### src/psups_pkg.sv
`default_nettype none

package psups_pkg;

	localparam int FRAME_BYTES = 64;
	localparam int POS_W = $clog2(FRAME_BYTES);

	localparam int SAMPLE_W = 12;
	localparam int SCALE_W = 32;
	localparam int POWER_W = 28;
	localparam int PROD_W = SAMPLE_W + SCALE_W;
	localparam int POWER_LSB = 16;
	localparam int SQ_W = 2 * POWER_W;
	localparam int TIME_W = 48;
	localparam int COUNT_W = 32;
	localparam int SUM_W = 64;

	localparam int CFG_IDX_W = 2;
	localparam int CFG_DATA_W = 32;

	localparam logic [CFG_IDX_W-1:0] REG_POWER_SCALE = 2'd0;
	localparam logic [CFG_IDX_W-1:0] REG_SECOND_TICKS = 2'd1;
	localparam logic [CFG_IDX_W-1:0] REG_STATS_ENABLE = 2'd2;

	localparam logic [31:0] POWER_SCALE_RST = 32'd377673;
	localparam logic [31:0] SECOND_TICKS_RST = 32'd1000000;

	localparam logic KIND_SAMPLE = 1'b0;
	localparam logic KIND_SUMMARY = 1'b1;

	typedef struct packed {
		logic load_period;
		logic load_low_a;
		logic load_low_b;
		logic load_samples;
		logic do_mul;
		logic do_sq;
		logic do_close;
		logic do_acc;
		logic sel_b;
		logic last;
	} cmd_t;

	typedef struct packed {
		logic close_emit;
		logic room;
	} sts_t;

endpackage

`default_nettype wire

### src/psups_ctrl.sv
`default_nettype none

module psups_ctrl (
	input  wire                     clk,
	input  wire                     arst_n,
	input  wire                     in_valid,
	output logic                    in_ready,
	input  psups_pkg::sts_t         sts,
	output psups_pkg::cmd_t         cmd
);

	localparam logic [2:0] ST_IDLE  = 3'd0;
	localparam logic [2:0] ST_MUL   = 3'd1;
	localparam logic [2:0] ST_SQ    = 3'd2;
	localparam logic [2:0] ST_CLOSE = 3'd3;
	localparam logic [2:0] ST_ACC   = 3'd4;

	localparam logic [1:0] PH_LOW_A = 2'd0;
	localparam logic [1:0] PH_LOW_B = 2'd1;
	localparam logic [1:0] PH_NIB   = 2'd2;

	logic [2:0] state_q, state_d;
	logic [psups_pkg::POS_W-1:0] pos_q;
	logic [1:0] phase_q;
	logic sel_b_q;
	logic in_fire;
	logic [psups_pkg::POS_W:0] pos_inc;

	assign in_ready = (state_q == ST_IDLE);
	assign in_fire = in_valid && in_ready;
	assign pos_inc = {1'b0, pos_q} + {{psups_pkg::POS_W{1'b0}}, 1'b1};

	always_comb begin
		cmd = '0;
		cmd.sel_b = sel_b_q;
		state_d = state_q;
		case (state_q)
			ST_IDLE: begin
				if (in_fire) begin
					if (pos_q == '0) begin
						cmd.load_period = 1'b1;
					end else begin
						case (phase_q)
							PH_LOW_A: cmd.load_low_a = 1'b1;
							PH_LOW_B: cmd.load_low_b = 1'b1;
							default: begin
								cmd.load_samples = 1'b1;
								state_d = ST_MUL;
							end
						endcase
					end
				end
			end
			ST_MUL: begin
				cmd.do_mul = 1'b1;
				state_d = ST_SQ;
			end
			ST_SQ: begin
				cmd.do_sq = 1'b1;
				state_d = ST_CLOSE;
			end
			ST_CLOSE: begin
				// hold while a summary has nowhere to go
				if (!sts.close_emit || sts.room) begin
					cmd.do_close = 1'b1;
					state_d = ST_ACC;
				end
			end
			ST_ACC: begin
				if (sts.room) begin
					cmd.do_acc = 1'b1;
					cmd.last = sel_b_q;
					state_d = sel_b_q ? ST_IDLE : ST_MUL;
				end
			end
			default: state_d = ST_IDLE;
		endcase
	end

	always_ff @(posedge clk or negedge arst_n) begin
		if (!arst_n) begin
			state_q <= ST_IDLE;
			pos_q <= '0;
			phase_q <= PH_LOW_A;
			sel_b_q <= 1'b0;
		end else begin
			state_q <= state_d;
			if (in_fire) begin
				if (pos_inc >= psups_pkg::FRAME_BYTES[psups_pkg::POS_W:0]) begin
					pos_q <= '0;
				end else begin
					pos_q <= pos_inc[psups_pkg::POS_W-1:0];
				end
				if (pos_q == '0 || phase_q == PH_NIB) begin
					phase_q <= PH_LOW_A;
				end else begin
					phase_q <= phase_q + 2'd1;
				end
			end
			if (cmd.load_samples) begin
				sel_b_q <= 1'b0;
			end else if (cmd.do_acc) begin
				sel_b_q <= 1'b1;
			end
		end
	end

endmodule

`default_nettype wire

### src/psups_dp.sv
`default_nettype none

module psups_dp (
	input  wire                                  clk,
	input  wire                                  arst_n,
	input  wire  [7:0]                           byte_value,
	input  wire                                  cfg_valid,
	input  wire  [psups_pkg::CFG_IDX_W-1:0]      cfg_index,
	input  wire  [psups_pkg::CFG_DATA_W-1:0]     cfg_data,
	input  psups_pkg::cmd_t                      cmd,
	output psups_pkg::sts_t                      sts,
	output logic                                 out_valid,
	input  wire                                  out_ready,
	output logic                                 kind,
	output logic [psups_pkg::POWER_W-1:0]        power,
	output logic [psups_pkg::TIME_W-1:0]         timestamp,
	output logic [psups_pkg::COUNT_W-1:0]        window_count,
	output logic [psups_pkg::SUM_W-1:0]          window_sum,
	output logic [psups_pkg::SUM_W-1:0]          window_sum_squares,
	output logic [psups_pkg::POWER_W-1:0]        window_min,
	output logic [psups_pkg::POWER_W-1:0]        window_max,
	output logic                                 last
);

	localparam int TW = psups_pkg::TIME_W;
	localparam int PW = psups_pkg::POWER_W;
	localparam int SW = psups_pkg::SUM_W;
	localparam int CW = psups_pkg::COUNT_W;

	logic [psups_pkg::SCALE_W-1:0] power_scale_q;
	logic [31:0] second_ticks_q;
	logic stats_enable_q;

	logic [7:0] period_q, low_a_q, low_b_q;
	logic [psups_pkg::SAMPLE_W-1:0] samp_a_q, samp_b_q, samp_sel;
	logic [psups_pkg::PROD_W-1:0] prod;
	logic [PW-1:0] p_q;
	logic [psups_pkg::SQ_W-1:0] sq_q;
	logic close_q;
	logic [TW-1:0] cur_time_q, ws_q, age;

	logic [CW-1:0] acc_count_q;
	logic [SW-1:0] acc_sum_q, acc_sq_q;
	logic [PW-1:0] acc_min_q, acc_max_q;
	logic [SW:0] sum_next, sq_next;

	logic out_valid_q, emit_summary;

	assign samp_sel = cmd.sel_b ? samp_b_q : samp_a_q;
	assign prod = {{psups_pkg::SCALE_W{1'b0}}, samp_sel} * {{psups_pkg::SAMPLE_W{1'b0}}, power_scale_q};
	assign age = cur_time_q - ws_q;
	assign sum_next = {1'b0, acc_sum_q} + {{(SW+1-PW){1'b0}}, p_q};
	assign sq_next = {1'b0, acc_sq_q} + {{(SW+1-psups_pkg::SQ_W){1'b0}}, sq_q};
	assign emit_summary = cmd.do_close && close_q && stats_enable_q;

	// close_emit, room
	assign sts = {close_q && stats_enable_q, !out_valid_q || out_ready};
	assign out_valid = out_valid_q;

	always_ff @(posedge clk or negedge arst_n) begin
		if (!arst_n) begin
			power_scale_q <= psups_pkg::POWER_SCALE_RST;
			second_ticks_q <= psups_pkg::SECOND_TICKS_RST;
			stats_enable_q <= 1'b0;
		end else if (cfg_valid) begin
			case (cfg_index)
				psups_pkg::REG_POWER_SCALE: power_scale_q <= cfg_data;
				psups_pkg::REG_SECOND_TICKS: second_ticks_q <= cfg_data;
				psups_pkg::REG_STATS_ENABLE: stats_enable_q <= cfg_data[0];
				default: ;
			endcase
		end
	end

	always_ff @(posedge clk or negedge arst_n) begin
		if (!arst_n) begin
			period_q <= '0;
			low_a_q <= '0;
			low_b_q <= '0;
			cur_time_q <= '0;
			ws_q <= '0;
			close_q <= 1'b0;
			acc_count_q <= '0;
			acc_sum_q <= '0;
			acc_sq_q <= '0;
			acc_min_q <= '1;
			acc_max_q <= '0;
			out_valid_q <= 1'b0;
		end else begin
			if (cmd.load_period) period_q <= byte_value;
			if (cmd.load_low_a) low_a_q <= byte_value;
			if (cmd.load_low_b) low_b_q <= byte_value;
			if (cmd.do_mul) close_q <= age > {{(TW-32){1'b0}}, second_ticks_q};
			if (cmd.do_close && close_q) begin
				acc_count_q <= '0;
				acc_sum_q <= '0;
				acc_sq_q <= '0;
				acc_min_q <= '1;
				acc_max_q <= '0;
				ws_q <= ws_q + {{(TW-32){1'b0}}, second_ticks_q};
			end
			if (cmd.do_acc) begin
				if (acc_count_q != '1) acc_count_q <= acc_count_q + 1'b1;
				acc_sum_q <= sum_next[SW] ? '1 : sum_next[SW-1:0];
				acc_sq_q <= sq_next[SW] ? '1 : sq_next[SW-1:0];
				if (p_q < acc_min_q) acc_min_q <= p_q;
				if (p_q > acc_max_q) acc_max_q <= p_q;
				cur_time_q <= cur_time_q + {{(TW-8){1'b0}}, period_q};
			end
			if (emit_summary || cmd.do_acc) begin
				out_valid_q <= 1'b1;
			end else if (out_ready) begin
				out_valid_q <= 1'b0;
			end
		end
	end

	// payload registers
	always_ff @(posedge clk) begin
		if (cmd.load_samples) begin
			samp_a_q <= {byte_value[3:0], low_a_q};
			samp_b_q <= {byte_value[7:4], low_b_q};
		end
		if (cmd.do_mul) p_q <= prod[psups_pkg::POWER_LSB +: PW];
		if (cmd.do_sq) sq_q <= p_q * p_q;
		if (emit_summary) begin
			kind <= psups_pkg::KIND_SUMMARY;
			power <= '0;
			timestamp <= ws_q;
			window_count <= acc_count_q;
			window_sum <= acc_sum_q;
			window_sum_squares <= acc_sq_q;
			window_min <= acc_min_q;
			window_max <= acc_max_q;
			last <= 1'b0;
		end else if (cmd.do_acc) begin
			kind <= psups_pkg::KIND_SAMPLE;
			power <= p_q;
			timestamp <= cur_time_q;
			window_count <= '0;
			window_sum <= '0;
			window_sum_squares <= '0;
			window_min <= '0;
			window_max <= '0;
			last <= cmd.last;
		end
	end

endmodule

`default_nettype wire

### src/packed_sample_unpack_power_stats.sv
// Period and low bytes: one byte per cycle, no results.
// Nibble byte: two samples, each through multiply, square, window close and accumulate
// (the last two wait for output room); a window summary is registered in the close step,
// the sample in the accumulate step, and the next byte is taken after both samples.
// Reset: registers return to their defaults, frame position, time and window clear.
`default_nettype none

module packed_sample_unpack_power_stats (
	input  wire                                  clk,
	input  wire                                  arst_n,
	input  wire                                  in_valid,
	output logic                                 in_ready,
	input  wire  [7:0]                           byte_value,
	input  wire                                  cfg_valid,
	output logic                                 cfg_ready,
	input  wire  [psups_pkg::CFG_IDX_W-1:0]      cfg_index,
	input  wire  [psups_pkg::CFG_DATA_W-1:0]     cfg_data,
	output logic                                 out_valid,
	input  wire                                  out_ready,
	output logic                                 kind,
	output logic [psups_pkg::POWER_W-1:0]        power,
	output logic [psups_pkg::TIME_W-1:0]         timestamp,
	output logic [psups_pkg::COUNT_W-1:0]        window_count,
	output logic [psups_pkg::SUM_W-1:0]          window_sum,
	output logic [psups_pkg::SUM_W-1:0]          window_sum_squares,
	output logic [psups_pkg::POWER_W-1:0]        window_min,
	output logic [psups_pkg::POWER_W-1:0]        window_max,
	output logic                                 last
);

	psups_pkg::cmd_t cmd;
	psups_pkg::sts_t sts;

	assign cfg_ready = 1'b1;

	psups_ctrl u_ctrl (
		.clk      (clk),
		.arst_n   (arst_n),
		.in_valid (in_valid),
		.in_ready (in_ready),
		.sts      (sts),
		.cmd      (cmd)
	);

	psups_dp u_dp (
		.clk                (clk),
		.arst_n             (arst_n),
		.byte_value         (byte_value),
		.cfg_valid          (cfg_valid),
		.cfg_index          (cfg_index),
		.cfg_data           (cfg_data),
		.cmd                (cmd),
		.sts                (sts),
		.out_valid          (out_valid),
		.out_ready          (out_ready),
		.kind               (kind),
		.power              (power),
		.timestamp          (timestamp),
		.window_count       (window_count),
		.window_sum         (window_sum),
		.window_sum_squares (window_sum_squares),
		.window_min         (window_min),
		.window_max         (window_max),
		.last               (last)
	);

endmodule

`default_nettype wire

### config.mk
export PLATFORM = sky130hd
export DESIGN_NAME = packed_sample_unpack_power_stats
export DESIGN_NICKNAME = d
export VERILOG_FILES = /design/src/psups_pkg.sv /design/src/psups_ctrl.sv /design/src/psups_dp.sv /design/src/packed_sample_unpack_power_stats.sv
export SDC_FILE = /design/constraint.sdc
export NUM_CORES = 2
export LEC_CHECK = 0
export ABC_AREA = 0
export BUFFER_PORTS_ARGS = -buffer_cell sky130_fd_sc_hd__buf_2
export CORE_UTILIZATION = 45
export CTS_CLUSTER_DIAMETER = 200
export DETAILED_ROUTE_END_ITERATION = 8
export PLACE_DENSITY_LB_ADDON = 0.1
export SYNTH_ARGS = -nofsm -noshare
export SYNTH_HDL_FRONTEND = slang
export SYNTH_HIERARCHICAL = 1
export SYNTH_SLANG_ARGS = --single-unit
### constraint.sdc
create_clock -name clk -period 8.25 [get_ports clk]
set_input_delay 0.825 -clock clk [delete_from_list [all_inputs] [get_ports clk]]
set_output_delay 0.825 -clock clk [all_outputs]
set_load 0.1 [all_outputs]
==> implementation parameters <==
Parameter                              Value

Synthesis
  Distinct cells, synth    102
  Cell Area, Synth    75500 sq um
  Cells after Synth    7698
  Mean instance size in the synthesized netlist    9.81 sq um
  Yosys warns    6
  Number of enable flip-flop cells after synthesis    371
  Register bit total from synthesis    816
  Nets in the synthesized netlist    9207
  Sequential cell area fraction in the yosys report    0.294
  Proportion of register bits with asynchronous set or reset after synthesis    0.509
  Prevailing post-synth register cell    sky130_fd_sc_hd__edfxtp_1

Global routing
  Global-route wire length before repair    350000 um
  GRT Resource Usage Total    0.272
  Overflow after GRT    0
  Number of global-route vias before repair    57425
  Number of antenna violations at the first check in global routing    11
  Maximum number of pins on one net before global-route repair    162

Die
  Die Footprint    169000 sq um
  Placeable Area    166000 sq um
  Initial core utilization    0.456
  Chip Height    412 um
  Row cnt    149
  Number of top-level design ports    344
  Horizontal die dimension    412 um

Timing
  Share of the clock period used by the worst path after layout    0.964
  Final count of negative-setup-slack endpoints    0
  Final Hold Fails    0
  Transition time at the pin with the least slew margin    1.23 ns
  Relative slew slack    0.174
  Max Transition Viols Final    0
  Unrepaired setup endpoints after global routing    false
  Fmax    126 MHz
  Final Critical Period    7.95 ns
  Total negative slack for setup checks    0 ns
  Min setup slack post-route    0.300 ns
  Skew final    0.0529 ns

Critical path
  Largest stage delay, worst path    0.61 ns
  CP startpoint kind    register
  R2R setup slack    0.30 ns
  Buffering stage count on the worst path with inverters included    8
  Critical path type    reg -> reg
  Capturing element type of the critical path    register
  Beginning of the worst register-to-register path    u_dp/p_q[7]
  Maximum fanout along the worst path    7
  Cell family contributing the most delay on the critical path    adder cells
  Required time of the critical path    8.69 ns
  Highest-delay cell along the critical path    sky130_fd_sc_hd__fa_1
  Startpoint of the worst setup timing path    u_dp/p_q[7]
  Data arrival time of the critical path    8.39 ns

Placement
  Count of input and output buffers    342
  Half-perimeter wire length after placement    175000 um
  Setup slack after placement    0.271 ns
  Global placement routability congestion    0.921

Finish
  Synthesis-to-layout area growth    10.4%
  Number of nets at the end of the flow    9472
  Fraction of final layout cells sized beyond drive strength 1    0.107

Drt
  WL final    226000 um
  Average wire length per cell after detail routing    22.1 um
  Remaining routing DRC violations    0
  Drt pass-1 iters    6
  Vias per inst    5.48
  Antenna-violating nets left    0
  Total vias in the final route    56077
  Iter 0 DRT Violations    4571

Outcome
  Run status    finished clean

CTS
  Clock transition at the register clock pins on the worst setup and hold paths after CTS    0.06 ns
  Number of sinks driven by the clock tree    816
  CTS Buf Count    96
  Maximum root-to-sink buffer count    3
  Clock latency of the later-clocked register in the worst-skew pair    0.74 ns
  Clock tree from TritonCTS    yes
  Count of hold buffers inserted by post-cts repair    0
  Number of levels the H-tree was split into    3
  Buffer cell driving the clock tree root    sky130_fd_sc_hd__clkbuf_16

Run
  Max-cap check violation count    0

Hold path
  Hold WC Path Type    in -> async
what timing repair did:
action | 4_1_cts | 5_1_grt
buffers inserted | 0 | 3
hold endpoints to repair | 0 | 0
resized for setup | 0 | 4
setup endpoints to repair | 0 | 3
flip-flops by register name (all words and copies together), names as in the netlist, 48 cells and up:
register	cells
u_dp/acc_sum_q	64
u_dp/ws_q	48
u_dp/window_sum_squares	64
u_dp/sq_q	55
u_dp/cur_time_q	48
u_dp/acc_sq_q	64
u_dp/window_sum	64
u_dp/timestamp	48
through the flow:
step	utilization	cell area, sq um	hold slack (ns)	instances
floorplan	-	75500	0.421	7698
global route	0.503	83300	0.0771	10236
detailed placement	0.483	80000	0.431	10051
CTS	0.503	83300	0.0318	10232
finish	0.503	83400	0.0543	10239
global placement	0.483	80000	0.425	10051
Yosys cell counts, drive strengths merged, types with 46 or more instances:
master / count / share of area
nor2: 470 / 0.024
a21o: 201 / 0.020
fa: 904 / 0.24
nand3: 104 / 0.0070
ha: 558 / 0.092
mux2i: 103 / 0.014
clkbuf: 272 / 0.014
xor2: 99 / 0.011
and2: 193 / 0.016
mux2: 102 / 0.015
a31oi: 95 / 0.0081
nor3: 59 / 0.0040
dfrtp: 371 / 0.12
edfxtp: 371 / 0.15
a21oi: 385 / 0.026
and3: 56 / 0.0047
inv: 1309 / 0.065
xnor2: 197 / 0.023
nand2: 831 / 0.041
o21ai: 299 / 0.020
buf: 46 / 0.0032
nand4: 70 / 0.0058
nor2b: 133 / 0.011
cell type report:
class                   count  area, sq um
clock buffers             131         2730
repair buffers            485         2920
flip-flops and latches    816        22200
inverters                1315         4940
fillers                 15466        82400
well taps                2189         2740
diodes                      4         10.0
clock inverters            50          602
multi-input cells        5249        47200
cell usage in the layout, fill, tap and decap left out, drive strengths merged, types with 131 or more instances in the layout:
cell       n
nor2b    133
dfrtp    371
o21ai    299
xnor2    197
buf      485
edfxtp   371
a21o     201
nand2    831
fa       904
clkbuf   131
nor2     470
ha       558
inv     1320
a21oi    385
and2     193
cell families (layout without fill, tap and decap cells):
family | count (synthesis) | in the layout | synth area share
compound gates | 1234 | 1234 | 0.102
xor+xnor | 296 | 296 | 0.0343
fa+ha+maj | 1462 | 1462 | 0.332
buf+inv | 1633 | 1981 | 0.0821
flops | 816 | 816 | 0.294
mux | 205 | 205 | 0.0289
other cells | 1 | 5 | 0.0000497
simple gates | 2051 | 2051 | 0.127
path summary, 6_finish.rpt:
| kind | endpoint | cells past startpoint |
|---|---|---|
| worst min-delay path | u_dp/power_scale_q[10] | 1 |
| worst max register to register | u_dp/sq_q[54] | 27 |
| worst min register to register | u_dp/samp_b_q[0] | 0 |
| min in group clk | u_dp/samp_a_q[8] | 1 |
| worst max-delay path | u_dp/sq_q[54] | 27 |
| max in group asynchronous | u_dp/acc_sq_q[10] | 3 |
layer usage:
layer | GRT usage | share of wire | up-vias
li1 | - | - | 25525
met1 | 0.398 | 0.46 | 28347
met2 | 0.414 | 0.44 | 1860
met3 | 0.0394 | 0.067 | 343
met4 | 0.0821 | 0.031 | 2
met5 | 0 | 0.000080 | -
Power is not shown: default switching activity piles up to over one toggle a cycle in this logic, so the estimate is an artifact.
